File: src/julian_day_to_calendar_date_macros.svh
// Assertion helpers shared by the date converter pipeline.
// Each helper samples on i_clk and is switched off while i_rst_n is low.
`ifndef JULIAN_DAY_TO_CALENDAR_DATE_MACROS_SVH
`define JULIAN_DAY_TO_CALENDAR_DATE_MACROS_SVH

// The consequent must hold in the same cycle as the antecedent.
`define JDCD_ASSERT_IMPLIES(label, ante, cons) \
    label: assert property (@(posedge i_clk) disable iff (!i_rst_n) (ante) |-> (cons)) \
        else $error("jdcd: same-cycle check failed");

// The consequent must hold in the cycle after the antecedent.
`define JDCD_ASSERT_NEXT(label, ante, cons) \
    label: assert property (@(posedge i_clk) disable iff (!i_rst_n) (ante) |=> (cons)) \
        else $error("jdcd: next-cycle check failed");

`endif

File: src/jdcd_pkg.sv
package jdcd_pkg;

    localparam logic [31:0] LastJulianDay  = 32'd2299160;
    localparam logic [31:0] GregOffset     = 32'd2159351;
    localparam logic [17:0] GregCycleDays  = 18'd146097;
    localparam logic [10:0] JulCycleDays   = 11'd1461;

    // Reciprocals for division by the cycle lengths. The Gregorian one is
    // applied to the day count shifted right by eight bits.
    localparam logic [22:0] GregRecip  = 23'((64'd1 << 40) / 64'd146097);
    localparam logic [21:0] JulRecip   = 22'((64'd1 << 32) / 64'd1461);
    localparam logic [17:0] GroupRecip = 18'((64'd1 << 28) / 64'd1461 + 64'd1);

    localparam logic [24:0] GregBaseYear    = 25'd1200;
    localparam logic [24:0] JulBaseYearMag  = 25'd4712;
    localparam logic [24:0] GregCycleYears  = 25'd400;
    localparam logic [24:0] JulCycleYears   = 25'd4;
    localparam logic [24:0] CenturyYears    = 25'd100;

    localparam logic [17:0] FirstCenturyDays = 18'd36525;
    localparam logic [17:0] CenturyDays      = 18'd36524;
    localparam logic [17:0] Century2Start    = 18'd73048;
    localparam logic [17:0] Century3Start    = 18'd109572;
    localparam logic [4:0]  GroupsPerCentury = 5'd25;
    localparam logic [10:0] CommonYearDays   = 11'd365;

    localparam int          MonthsPerYear  = 12;
    localparam logic [3:0]  MarchIndex     = 4'd2;
    localparam logic [3:0]  FebruaryNumber = 4'd2;

    localparam logic [8:0] MonthStart [MonthsPerYear] = '{
        9'd0, 9'd31, 9'd59, 9'd90, 9'd120, 9'd151,
        9'd181, 9'd212, 9'd243, 9'd273, 9'd304, 9'd334
    };

    typedef struct packed {
        logic        greg;
        logic [14:0] quot;
        logic [17:0] offset;
    } t_div_result;

    typedef struct packed {
        logic [8:0]  day_of_year;
        logic        leap;
        logic [24:0] year;
    } t_day_info;

    function automatic logic [8:0] month_start(input logic leap, input logic [3:0] month_idx);
        logic [8:0] start;
        start = MonthStart[month_idx];
        if (leap && month_idx >= MarchIndex) begin
            start = start + 9'd1;
        end
        return start;
    endfunction

endpackage

File: src/jdcd_divider.sv
`include "julian_day_to_calendar_date_macros.svh"

module jdcd_divider (
    input  logic                  i_clk,
    input  logic                  i_rst_n,
    input  logic                  i_valid,
    input  logic [31:0]           i_day_number,
    output logic                  o_ready,
    output logic                  o_valid,
    output jdcd_pkg::t_div_result o_result,
    input  logic                  i_ready
);
    import jdcd_pkg::*;

    logic [4:0]  r_valid;
    logic [4:0]  stage_en;

    logic        r_s1_greg;
    logic [31:0] r_s1_num;
    logic        r_s2_greg;
    logic [31:0] r_s2_num;
    logic [14:0] r_s2_quot;
    logic        r_s3_greg;
    logic [31:0] r_s3_num;
    logic [31:0] r_s3_prod;
    logic [14:0] r_s3_quot;
    logic        r_s4_greg;
    logic [18:0] r_s4_rem;
    logic [14:0] r_s4_quot;
    t_div_result r_s5;

    logic        n_s1_greg;
    logic [31:0] n_s1_num;
    logic [23:0] mul_a;
    logic [22:0] mul_b;
    logic [46:0] mul_p;
    logic [17:0] s3_divisor;
    logic [32:0] s3_prod;
    logic [31:0] s4_diff;
    logic [17:0] s5_divisor;
    logic [18:0] s4_rem_limit;
    logic [17:0] out_divisor;
    t_div_result n_s5;

    assign stage_en[4] = !r_valid[4] || i_ready;
    assign stage_en[3] = !r_valid[3] || stage_en[4];
    assign stage_en[2] = !r_valid[2] || stage_en[3];
    assign stage_en[1] = !r_valid[1] || stage_en[2];
    assign stage_en[0] = !r_valid[0] || stage_en[1];

    always_ff @(posedge i_clk) begin
        if (!i_rst_n) begin
            r_valid <= '0;
        end else begin
            r_valid <= (stage_en & {r_valid[3:0], i_valid}) | (~stage_en & r_valid);
        end
    end

    // Pick the calendar and the dividend.
    always_comb begin
        n_s1_greg = i_day_number > LastJulianDay;
        n_s1_num  = n_s1_greg ? (i_day_number - GregOffset) : {10'd0, i_day_number[21:0]};
    end

    // Quotient estimate by reciprocal; it is low by at most one.
    always_comb begin
        mul_a = r_s1_greg ? r_s1_num[31:8] : {2'd0, r_s1_num[21:0]};
        mul_b = r_s1_greg ? GregRecip : {1'b0, JulRecip};
        mul_p = 47'(mul_a) * 47'(mul_b);
    end

    always_comb begin
        s3_divisor = r_s2_greg ? GregCycleDays : {7'd0, JulCycleDays};
        s3_prod    = 33'(r_s2_quot) * 33'(s3_divisor);
        s4_diff    = r_s3_num - r_s3_prod;
    end

    always_comb begin
        s5_divisor   = r_s4_greg ? GregCycleDays : {7'd0, JulCycleDays};
        s4_rem_limit = {s5_divisor, 1'b0};
        n_s5.greg    = r_s4_greg;
        if (r_s4_rem >= {1'b0, s5_divisor}) begin
            n_s5.offset = 18'(r_s4_rem - {1'b0, s5_divisor});
            n_s5.quot   = r_s4_quot + 15'd1;
        end else begin
            n_s5.offset = r_s4_rem[17:0];
            n_s5.quot   = r_s4_quot;
        end
    end

    always_ff @(posedge i_clk) begin
        if (stage_en[0]) begin
            r_s1_greg <= n_s1_greg;
            r_s1_num  <= n_s1_num;
        end
        if (stage_en[1]) begin
            r_s2_greg <= r_s1_greg;
            r_s2_num  <= r_s1_num;
            r_s2_quot <= mul_p[46:32];
        end
        if (stage_en[2]) begin
            r_s3_greg <= r_s2_greg;
            r_s3_num  <= r_s2_num;
            r_s3_prod <= s3_prod[31:0];
            r_s3_quot <= r_s2_quot;
        end
        if (stage_en[3]) begin
            r_s4_greg <= r_s3_greg;
            r_s4_rem  <= s4_diff[18:0];
            r_s4_quot <= r_s3_quot;
        end
        if (stage_en[4]) begin
            r_s5 <= n_s5;
        end
    end

    assign out_divisor = r_s5.greg ? GregCycleDays : {7'd0, JulCycleDays};

    assign o_ready  = stage_en[0];
    assign o_valid  = r_valid[4];
    assign o_result = r_s5;

    `JDCD_ASSERT_IMPLIES(a_rem_below_twice, r_valid[3], r_s4_rem < s4_rem_limit)
    `JDCD_ASSERT_IMPLIES(a_offset_in_cycle, r_valid[4], r_s5.offset < out_divisor)
    `JDCD_ASSERT_NEXT(a_result_held, r_valid[4] && !i_ready, r_valid[4] && $stable(r_s5))

endmodule

File: src/jdcd_cycle_decode.sv
`include "julian_day_to_calendar_date_macros.svh"

module jdcd_cycle_decode (
    input  logic                  i_clk,
    input  logic                  i_rst_n,
    input  logic                  i_valid,
    input  jdcd_pkg::t_div_result i_result,
    output logic                  o_ready,
    output logic                  o_valid,
    output jdcd_pkg::t_day_info   o_info,
    input  logic                  i_ready
);
    import jdcd_pkg::*;

    logic [3:0]  r_valid;
    logic [3:0]  stage_en;

    logic [1:0]  r_s6_century;
    logic [15:0] r_s6_dc;
    logic [24:0] r_s6_base;
    logic [15:0] r_s7_e;
    logic [4:0]  r_s7_group;
    logic        r_s7_late_century;
    logic [24:0] r_s7_base;
    logic [10:0] r_s8_eg;
    logic        r_s8_leap_grp;
    logic [24:0] r_s8_base;
    t_day_info   r_s9;

    logic [17:0] off_m1;
    logic [1:0]  n_s6_century;
    logic [15:0] n_s6_dc;
    logic [24:0] quot_ext;
    logic [24:0] n_s6_base;
    logic [15:0] n_s7_e;
    logic [33:0] grp_prod;
    logic [24:0] n_s7_base;
    logic [15:0] grp_days;
    logic [15:0] grp_off;
    logic        n_s8_leap_grp;
    logic [10:0] n_s8_eg;
    logic [24:0] n_s8_base;
    logic [10:0] yr1;
    logic [10:0] yr2;
    logic [10:0] yr3;
    logic [1:0]  year_in_grp;
    logic [10:0] year_start;
    t_day_info   n_s9;
    logic [10:0] doy_limit;

    assign stage_en[3] = !r_valid[3] || i_ready;
    assign stage_en[2] = !r_valid[2] || stage_en[3];
    assign stage_en[1] = !r_valid[1] || stage_en[2];
    assign stage_en[0] = !r_valid[0] || stage_en[1];

    always_ff @(posedge i_clk) begin
        if (!i_rst_n) begin
            r_valid <= '0;
        end else begin
            r_valid <= (stage_en & {r_valid[2:0], i_valid}) | (~stage_en & r_valid);
        end
    end

    // Century within the 400-year pattern; only the first one has 36525 days.
    always_comb begin
        off_m1 = i_result.offset - 18'd1;
        if (i_result.offset < FirstCenturyDays) begin
            n_s6_century = 2'd0;
            n_s6_dc      = i_result.offset[15:0];
        end else if (off_m1 < Century2Start) begin
            n_s6_century = 2'd1;
            n_s6_dc      = 16'(off_m1 - CenturyDays);
        end else if (off_m1 < Century3Start) begin
            n_s6_century = 2'd2;
            n_s6_dc      = 16'(off_m1 - Century2Start);
        end else begin
            n_s6_century = 2'd3;
            n_s6_dc      = 16'(off_m1 - Century3Start);
        end
        quot_ext  = 25'(i_result.quot);
        n_s6_base = i_result.greg ? (quot_ext * GregCycleYears + GregBaseYear)
                                  : (quot_ext * JulCycleYears - JulBaseYearMag);
    end

    // A later century opens with a short four-year group; one extra day aligns it.
    always_comb begin
        n_s7_e    = r_s6_dc + {15'd0, r_s6_century != 2'd0};
        grp_prod  = 34'(n_s7_e) * 34'(GroupRecip);
        n_s7_base = r_s6_base + 25'(r_s6_century) * CenturyYears;
    end

    always_comb begin
        grp_days      = 16'(r_s7_group) * 16'(JulCycleDays);
        grp_off       = r_s7_e - grp_days;
        n_s8_leap_grp = !(r_s7_late_century && r_s7_group == 5'd0);
        n_s8_eg       = n_s8_leap_grp ? grp_off[10:0] : grp_off[10:0] - 11'd1;
        n_s8_base     = r_s7_base + {18'd0, r_s7_group, 2'b00};
    end

    always_comb begin
        yr1 = CommonYearDays + {10'd0, r_s8_leap_grp};
        yr2 = yr1 + CommonYearDays;
        yr3 = yr2 + CommonYearDays;
        if (r_s8_eg < yr1) begin
            year_in_grp = 2'd0;
            year_start  = 11'd0;
        end else if (r_s8_eg < yr2) begin
            year_in_grp = 2'd1;
            year_start  = yr1;
        end else if (r_s8_eg < yr3) begin
            year_in_grp = 2'd2;
            year_start  = yr2;
        end else begin
            year_in_grp = 2'd3;
            year_start  = yr3;
        end
        n_s9.day_of_year = 9'(r_s8_eg - year_start);
        n_s9.leap        = r_s8_leap_grp && year_in_grp == 2'd0;
        n_s9.year        = r_s8_base + {23'd0, year_in_grp};
    end

    always_ff @(posedge i_clk) begin
        if (stage_en[0]) begin
            r_s6_century <= n_s6_century;
            r_s6_dc      <= n_s6_dc;
            r_s6_base    <= n_s6_base;
        end
        if (stage_en[1]) begin
            r_s7_e            <= n_s7_e;
            r_s7_group        <= grp_prod[32:28];
            r_s7_late_century <= r_s6_century != 2'd0;
            r_s7_base         <= n_s7_base;
        end
        if (stage_en[2]) begin
            r_s8_eg       <= n_s8_eg;
            r_s8_leap_grp <= n_s8_leap_grp;
            r_s8_base     <= n_s8_base;
        end
        if (stage_en[3]) begin
            r_s9 <= n_s9;
        end
    end

    assign doy_limit = CommonYearDays + {10'd0, r_s9.leap};

    assign o_ready = stage_en[0];
    assign o_valid = r_valid[3];
    assign o_info  = r_s9;

    `JDCD_ASSERT_IMPLIES(a_century_day_range, r_valid[0], r_s6_dc < FirstCenturyDays)
    `JDCD_ASSERT_IMPLIES(a_group_range, r_valid[1], r_s7_group < GroupsPerCentury)
    `JDCD_ASSERT_IMPLIES(a_day_of_year_range, r_valid[3], r_s9.day_of_year < doy_limit)

endmodule

File: src/jdcd_month_decode.sv
`include "julian_day_to_calendar_date_macros.svh"

module jdcd_month_decode (
    input  logic                i_clk,
    input  logic                i_rst_n,
    input  logic                i_valid,
    input  jdcd_pkg::t_day_info i_info,
    output logic                o_ready,
    output logic                o_valid,
    output logic [4:0]          o_day_of_month,
    output logic [3:0]          o_month_number,
    output logic [23:0]         o_year_number,
    output logic                o_before_christ,
    input  logic                i_ready
);
    import jdcd_pkg::*;

    logic        r_valid;
    logic [4:0]  r_day;
    logic [3:0]  r_month;
    logic [23:0] r_year;
    logic        r_bc;

    logic        stage_en;
    logic [3:0]  month_idx;
    logic [8:0]  day_in_month;
    logic [4:0]  n_day;
    logic [3:0]  n_month;
    logic [23:0] n_year;
    logic        n_bc;

    assign stage_en = !r_valid || i_ready;

    always_comb begin
        month_idx = 4'd0;
        for (int k = 1; k < MonthsPerYear; k++) begin
            if (i_info.day_of_year >= month_start(i_info.leap, 4'(k))) begin
                month_idx = 4'(k);
            end
        end
        day_in_month = i_info.day_of_year - month_start(i_info.leap, month_idx);
        n_day        = 5'(day_in_month) + 5'd1;
        n_month      = month_idx + 4'd1;
        if ($signed(i_info.year) > 25'sd0) begin
            n_year = i_info.year[23:0];
            n_bc   = 1'b0;
        end else begin
            n_year = 24'(25'd1 - i_info.year);
            n_bc   = 1'b1;
        end
    end

    always_ff @(posedge i_clk) begin
        if (!i_rst_n) begin
            r_valid <= 1'b0;
        end else if (stage_en) begin
            r_valid <= i_valid;
        end
    end

    always_ff @(posedge i_clk) begin
        if (stage_en) begin
            r_day   <= n_day;
            r_month <= n_month;
            r_year  <= n_year;
            r_bc    <= n_bc;
        end
    end

    assign o_ready         = stage_en;
    assign o_valid         = r_valid;
    assign o_day_of_month  = r_day;
    assign o_month_number  = r_month;
    assign o_year_number   = r_year;
    assign o_before_christ = r_bc;

    `JDCD_ASSERT_IMPLIES(a_month_range, r_valid, r_month >= 4'd1 && r_month <= 4'd12)
    `JDCD_ASSERT_IMPLIES(a_day_range, r_valid, r_day >= 5'd1 && r_day <= 5'd31)
    `JDCD_ASSERT_IMPLIES(a_february_length, r_valid && r_month == FebruaryNumber, r_day <= 5'd29)
    `JDCD_ASSERT_IMPLIES(a_year_nonzero, r_valid, r_year != 24'd0)

endmodule

File: src/julian_day_to_calendar_date.sv
// Converts a Julian day number (day 0 is 1 January 4713 BC) into a calendar
// date: day of month, month, year and a BC flag. Days up to 4 October 1582
// use the Julian calendar; later days use the Gregorian calendar.
// The input channel is i_valid / o_stall with i_day_number; an item is taken
// at a rising edge where i_valid is high and o_stall is low. The output
// channel is o_valid / i_stall with the four date fields; a result is taken
// at a rising edge where o_valid is high and i_stall is low.
// The pipeline has ten register stages; while the output is not stalled, one
// item can be taken in every cycle. The depth is set by the reciprocal divide
// of the cycle split, its remainder fix-up, and the year, group and month
// decode steps.
// Reset is synchronous and active low; it empties the pipeline and nothing
// else is kept between items. When the receiver stalls, the output holds its
// result unchanged, earlier stages keep filling any empty slots, and o_stall
// rises only once the first stage cannot move forward.
module julian_day_to_calendar_date (
    input  logic        i_clk,
    input  logic        i_rst_n,
    input  logic        i_valid,
    output logic        o_stall,
    input  logic [31:0] i_day_number,
    output logic        o_valid,
    input  logic        i_stall,
    output logic [4:0]  o_day_of_month,
    output logic [3:0]  o_month_number,
    output logic [23:0] o_year_number,
    output logic        o_before_christ
);
    import jdcd_pkg::*;

    logic        div_ready;
    logic        div_valid;
    t_div_result div_result;
    logic        cyc_ready;
    logic        cyc_valid;
    t_day_info   cyc_info;
    logic        mon_ready;

    jdcd_divider u_divider (
        .i_clk        (i_clk),
        .i_rst_n      (i_rst_n),
        .i_valid      (i_valid),
        .i_day_number (i_day_number),
        .o_ready      (div_ready),
        .o_valid      (div_valid),
        .o_result     (div_result),
        .i_ready      (cyc_ready)
    );

    jdcd_cycle_decode u_cycle_decode (
        .i_clk    (i_clk),
        .i_rst_n  (i_rst_n),
        .i_valid  (div_valid),
        .i_result (div_result),
        .o_ready  (cyc_ready),
        .o_valid  (cyc_valid),
        .o_info   (cyc_info),
        .i_ready  (mon_ready)
    );

    jdcd_month_decode u_month_decode (
        .i_clk           (i_clk),
        .i_rst_n         (i_rst_n),
        .i_valid         (cyc_valid),
        .i_info          (cyc_info),
        .o_ready         (mon_ready),
        .o_valid         (o_valid),
        .o_day_of_month  (o_day_of_month),
        .o_month_number  (o_month_number),
        .o_year_number   (o_year_number),
        .o_before_christ (o_before_christ),
        .i_ready         (!i_stall)
    );

    assign o_stall = !div_ready;

endmodule
File: config.mk
export PLATFORM = sky130hd
export DESIGN_NAME = julian_day_to_calendar_date
export DESIGN_NICKNAME = d
export VERILOG_FILES = /design/src/jdcd_pkg.sv /design/src/jdcd_divider.sv /design/src/jdcd_cycle_decode.sv /design/src/jdcd_month_decode.sv /design/src/julian_day_to_calendar_date.sv
export VERILOG_INCLUDE_DIRS = /design/src /design/src/src
export SDC_FILE = /design/constraint.sdc
export NUM_CORES = 2
export LEC_CHECK = 0
export ABC_AREA = 1
export BUFFER_PORTS_ARGS = -buffer_cell sky130_fd_sc_hd__buf_4
export CAP_MARGIN = 10
export CELL_PAD_IN_SITES_DETAIL_PLACEMENT = 1
export CELL_PAD_IN_SITES_GLOBAL_PLACEMENT = 1
export CORE_AREA = 2 2 437 439
export DETAILED_ROUTE_END_ITERATION = 10
export DIE_AREA = 0 0 439 441
export GPL_TIMING_DRIVEN = 0
export PLACE_DENSITY = 0.51
export SLEW_MARGIN = 15
export SYNTH_ARGS = -nofsm -noshare
export SYNTH_HDL_FRONTEND = slang
export SYNTH_SLANG_ARGS = --single-unit
File: constraint.sdc
create_clock -name i_clk -period 14.4 [get_ports i_clk]
set_input_delay 2.16 -clock i_clk [delete_from_list [all_inputs] [get_ports i_clk]]
set_output_delay 2.16 -clock i_clk [all_outputs]
set_load 0.005 [all_outputs]
[Word-level counts from Yosys, hierarchy flattened]
Memories as Yosys holds them, arrays and structs flattened.
Cells that the tools add are included.
Word-level totals
  bits in read-only memories: 144
  logic and storage cells: 175
  register bits after elaboration: 392
  memories kept: 1
  input port bits: 36
Cells by class
  bitwise logic cells: 9
  multiply operators: 6
  $add $sub $neg: 25
  multiplexer cells: 45
  magnitude comparators: 22
  reductions and logical operators: 30
Memory list
  (name not given): depth 16, width 9, read ports 1, clocked after Yosys merged registers in 0, write ports 0, line jdcd_pkg.sv:50  | start = MonthStart[month_idx];
Operator list (number)
  $mux W16: 3
  $mux W24: 2
  $mul A24 B23 Y47: 1
  $mux W4: 11
  $ge A9 B8 Y1: 4
  $lt A18 B17 Y1 const B: 2
  $mux W18: 2
  $mul A16 B18 Y33 const B: 1
  $mux W33: 1
  $gt A32 B22 Y1 const B: 1
  $sub A16 B16 Y16 const B: 2
  $sub A32 B22 Y32 const B: 1
  $ge A9 B9 Y1: 3
  $mux W9: 3
  $add A24 B11 Y25 const B: 1
  $add A25 B2 Y25: 1
  $add A25 B7 Y25: 1
  $add A25 B9 Y25: 1
  $gt A25 B1 Y1 const B: 1
  $mux W25: 1
  $sub A1 B24 Y24 const A: 1
  $mux W23: 1
  $lt A11 B11 Y1: 2
  $mux W22: 1
  other kinds (47): 89

[Longest topological paths before layout]
  depth in word-level cells: 20
  mapped depth: 35
  depth with buffers taken out: 35

[Hierarchy]
From an unflattened synthesis, not the netlist that was laid out.
Unflattened totals
  cell total of the unflattened synthesis: 5585
  area total of the unflattened synthesis: 48715.5 sq um
Modules (own cells, without submodules)
  jdcd_divider: area an instance 28145.7 sq um, seq. area each 5775.5 sq um, instances 1, cells an instance 3215
  jdcd_cycle_decode: area an instance 17964.7 sq um, seq. area each 4614.4 sq um, instances 1, cells an instance 2073
  jdcd_month_decode: area an instance 2597.5 sq um, seq. area each 1041.0 sq um, instances 1, cells an instance 295
  julian_day_to_calendar_date: area an instance 7.5 sq um, seq. area each 0.0 sq um, instances 1, cells an instance 2

[Worst setup path after synthesis]
No wires, ideal clock.
  path type: input port to output port
  from: in i_stall
  to: out o_stall
  cell stages on the path: 16
  setup slack: 2.414 ns
  data arrival time: 9.826 ns
  buffers on the path: 0
  cell sequence: nand2_1 nor2_1 inv_1 nor2_1 inv_1 nor2_1 inv_1 nor2_1 inv_1 nor2_1 inv_1 nor2_1 nand2_1 nor2_1 nand2_1 inv_1
On the way
  word-level cells in the longest chain between the ends: 12
Ends and longest elaborated chain
  start: declaration: line julian_day_to_calendar_date.sv:23  | input logic i_stall,
  $logic_not A1 Y1: line julian_day_to_calendar_date.sv:72  | .i_ready (!i_stall)
  $logic_or A1 B1 Y1: line jdcd_month_decode.sv:32  | assign stage_en = !r_valid || i_ready;
  $logic_or A1 B1 Y1: line jdcd_cycle_decode.sv:51  | assign stage_en[3] = !r_valid[3] || i_ready;
  named net u_cycle_decode.stage_en[3]: line jdcd_cycle_decode.sv:16  | logic [3:0] stage_en;
  $logic_or A1 B1 Y1: line jdcd_cycle_decode.sv:52  | assign stage_en[2] = !r_valid[2] || stage_en[3];
  named net u_cycle_decode.stage_en[2]: line jdcd_cycle_decode.sv:16
  $logic_or A1 B1 Y1: line jdcd_cycle_decode.sv:53  | assign stage_en[1] = !r_valid[1] || stage_en[2];
  named net u_cycle_decode.stage_en[1]: line jdcd_cycle_decode.sv:16
  $logic_or A1 B1 Y1: line jdcd_cycle_decode.sv:54  | assign stage_en[0] = !r_valid[0] || stage_en[1];
  named net cyc_ready: line julian_day_to_calendar_date.sv:34  | logic cyc_ready;
  $logic_or A1 B1 Y1: line jdcd_divider.sv:45  | assign stage_en[4] = !r_valid[4] || i_ready;
  $logic_or A1 B1 Y1: line jdcd_divider.sv:46  | assign stage_en[3] = !r_valid[3] || stage_en[4];
  $logic_or A1 B1 Y1: line jdcd_divider.sv:47  | assign stage_en[2] = !r_valid[2] || stage_en[3];
  named net u_divider.stage_en[2]: line jdcd_divider.sv:16  | logic [4:0] stage_en;
  $logic_or A1 B1 Y1: line jdcd_divider.sv:48  | assign stage_en[1] = !r_valid[1] || stage_en[2];
  $logic_or A1 B1 Y1: line jdcd_divider.sv:49  | assign stage_en[0] = !r_valid[0] || stage_en[1];
  $logic_not A1 Y1: line julian_day_to_calendar_date.sv:75  | assign o_stall = !div_ready;
  end: declaration: line julian_day_to_calendar_date.sv:20  | output logic o_stall,
The timed path passes the listed nets, and every way through them passes these cells.

[Worst setup path in the final report]
  from: reg u_divider.r_s1_greg
  to: reg u_divider.r_s2_quot[8] (data pin)
On the way
  word-level cells in the longest chain between the ends: 2
  elaborated cells between the ends (all ways): 3
  classes of those cells: mul: 1; mux: 2
Ends and longest elaborated chain
  start: declaration: line jdcd_divider.sv:18  | logic r_s1_greg;
  start signal: assignment: line jdcd_divider.sv:93  | r_s1_greg <= n_s1_greg;
  $mux W24 or $mux W23 (tied branches): line jdcd_divider.sv:67, jdcd_divider.sv:68
  $mul A24 B23 Y47 *: line jdcd_divider.sv:69  | mul_p = 47'(mul_a) * 47'(mul_b);
  named net u_divider.mul_p[40]: line jdcd_divider.sv:36  | logic [46:0] mul_p;
  end signal: assignment: line jdcd_divider.sv:99  | r_s2_quot <= mul_p[46:32];
  end: declaration: line jdcd_divider.sv:22  | logic [14:0] r_s2_quot;
The timed path passes the listed nets; every way through them passes the cells marked *.
A chain may end at the register's enable or synchronous reset.

==> impl_metrics.csv <==
group,metric,value,unit
status,status,"complete, no violations",
logic_synthesis,synth_seq_cells,384,
placed_design,gp_congestion,0.825,
clock_network,post-cts-setup-buffer-count,0,
layout,fin_cells,7902,
logic_synthesis,synth_top_area_share,23.9,%
floorplan,dieArea,194000,um^2
sta,hold_viol_final,0,
drt,first_pass_iters,5,
sta,worst_slack,5830,ps
grt,overflow,0,
drt,drc,0,
floorplan,core-area,189000,um^2
logic_synthesis,synth_ff_type,"edfxtp_1",
layout,final_layout_size_suffix_gt1_share,4.75,%
drt,vias_per_cell,4.20,
critical_path,worstSetupEndpointType,"flop",
layout,antenna_cells,0,
critical_path,critPathArrivalTime,8930,ps
clock_network,clock-root-buffer,"clkbuf_16",
sta,tightest_slew,1070,ps
floorplan,row_count,160,
sta,finalMaxSlewViolations,0,
clock_network,clkTransAtPathRegs,60,ps
min_path,hp-class,"flop to flop",
grt,grt_pass1_vias,36300,
logic_synthesis,yosys.area.top_type,"edfxtp_1",
critical_path,required,14750,ps
critical_path,path_class,"flop to flop",
logic_synthesis,yosysSeqAreaShare,24.3,%
clock_network,ctsResizeCount,0,
logic_synthesis,synthMostInstantiatedCell,"inv_1",
clock_network,cts_tree,"yes",
sta,relSlewSlack,28.7,%
sta,min_period_over_period,59.5,%
drt,wl_per_cell,16.3,um
layout,fillers,22100,
logic_synthesis,synth-edff-count,374,
placed_design,dp.final_hpwl,114000,um
clock_network,clk_latency,620,ps
critical_path,start_kind,"flop",
job,maxCapViolations,0,
placed_design,dp_slack,5720,ps
drt,vias,33200,
grt,grt_max_degree,53,
clock_network,clock-sinks,384,
grt,grt_pass1_wl,205000,um
floorplan,start_util,24.9,%
placed_design,io_buffer_count,71,
placed_design,dpl-instance-area,50900,um^2
layout,areaGrowthSynthToFinish,11.6,%
placed_design,dp.cells,7817,
floorplan,die_w,439,um
clock_network,cts_buffer_depth,3,
layout,fin_nets,6588,
sta,finalClockSkew,30.1,ps
logic_synthesis,syn_inst,5218,
drt,drt_iter0_drc,963,
sta,fmax,117,MHz
logic_synthesis,synth_area_leaders,"edfxtp_1 (24%), fa_1 (23%), ha_1 (17%)",
floorplan,io_pins,72,
logic_synthesis,async_flop_share,0,%
clock_network,htreeDepth,2,
logic_synthesis,ys_top_cells_by_count,"inv_1 (1372), nand2_1 (769), ha_1 (656)",
layout,design_area,52500,um^2
sta,period_needed,8570,ps
floorplan,dieHeight,441,um
sta,setup_viol,0,
drt,drtAntennaViolNets,0,
clock_network,cts_made_buffers,46,
grt,grt_use_total,13.6,%
sta,rsz0062_at_grt,"no",
logic_synthesis,synth_area,47100,um^2
layout,ff_latch_area,11400,um^2
drt,wl,129000,um
logic_synthesis,ys_warn_count,0,
clock_network,cts_hold_buf,0,
logic_synthesis,avgSynthCellArea,9.02,um^2
grt,antenna_found_initial,1,
critical_path,path_max_fanout,10,
logic_synthesis,yosysUniqueCellTypes,61,
layout,multiInputGateArea,30300,um^2
==> worst paths after layout <==
kind                                                            to  slack [ps]                                  start  cells past startpoint
worst max-delay path              u_divider.r_s2_quot[8]$_DFFE_PP_        5830          u_divider.r_s1_greg$_DFFE_PN_                     23
worst min-delay path            u_cycle_decode.o_info[9]$_DFFE_PP_         400  u_cycle_decode.r_s8_base[9]$_DFFE_PP_                      0
worst max register to register    u_divider.r_s2_quot[8]$_DFFE_PP_        5830          u_divider.r_s1_greg$_DFFE_PN_                     23
worst min register to register  u_cycle_decode.o_info[9]$_DFFE_PP_         400  u_cycle_decode.r_s8_base[9]$_DFFE_PP_                      0
==> kinds of logic after synthesis <==
family	count (synthesis)	synth area share [%]
muxes	1	0.0213
adders and majority gates	1198	40.5
xor gates and xnor gates	273	5.08
and+or+nand+nor	1463	13.0
DFF	384	24.3
buffers and inverters	1421	11.4
AOI/OAI and AO/OA	476	5.65
other	2	0.0160
==> cells in the final DEF (no fill, tap or decap), types with 10 or more instances in the layout <==
cell       count
inv_2         19
nor3_1        46
inv_1       1365
ha_1         656
nor4_1        15
nor2_1       387
o211ai_1      11
nand2_1      766
nand2_2       26
buf_4         73
o21ai_0      155
or2_2         11
dfxtp_1       10
edfxtp_1     374
clkbuf_16     46
a31oi_1       21
o21bai_1      15
clkbuf_1      21
xor2_1       184
nand3_1      131
nand4_1       44
xnor2_1       89
fa_1         542
a21oi_1      211
conb_1        11
clkinv_2      12
==> layer usage <==
metal / wire, um / global-route usage, % / up-vias
li1: - / - / 16500
met1: 58300 / 17.4 / 16300
met2: 65200 / 24.4 / 243
met3: 2700 / 1.30 / 115
met4: 3060 / 3.32 / 0
met5: 0 / 0 / -
==> flip-flops by register name, summed over array words and instances, names as in the netlist, 19 cells and up, named ones only <==
signal	flops
u_cycle_decode.o_info	35
u_divider.o_result	34
u_divider.r_s1_num	32
u_month_decode.o_year_number	24
u_cycle_decode.r_s6_base	23
u_cycle_decode.r_s7_base	23
u_cycle_decode.r_s8_base	23
u_divider.r_s2_num	19
u_divider.r_s3_num	19
u_divider.r_s4_rem	19
==> cell type report <==
class                           instances  share of cell area, %
Multi-Input combinational cell       3422                   57.7
Sequential cell                       384                   21.8
Clock buffer                           50                   2.22
Buffer                                 33                  0.307
Tap cell                             2511                   5.98
Timing Repair Buffer                   79                   1.35
Clock inverter                         35                  0.727
Inverter                             1388                   9.93
==> critical path, stage by stage (launching register included) <==
cell and delay (ps):
edfxtp_1 490, buf_2 340, buf_1 430, nand2_1 510, inv_1 470, nor2_1 170
fa_1 640, fa_1 440, fa_1 510, inv_1 50, fa_1 500, fa_1 600
fa_1 570, inv_1 60, fa_1 530, inv_1 40, ha_1 330, a21oi_1 180
inv_1 60, a31oi_1 310, o21ai_0 240, a311oi_1 480, nand3_1 150, xor2_1 170
==> metrics by stage <==
step                TNS (ps)  utilization (%)  hold WS (ps)
floorplan                  0                -           400
global placement       -2030             26.8           401
detailed placement         0             26.9           406
CTS                        0             27.7           399
global route               0             27.7           411
finish                     0             27.7           404
Power is left out: the tool's default activity adds up to more than one toggle a clock period on the data nets, which glitch-free logic cannot reach.
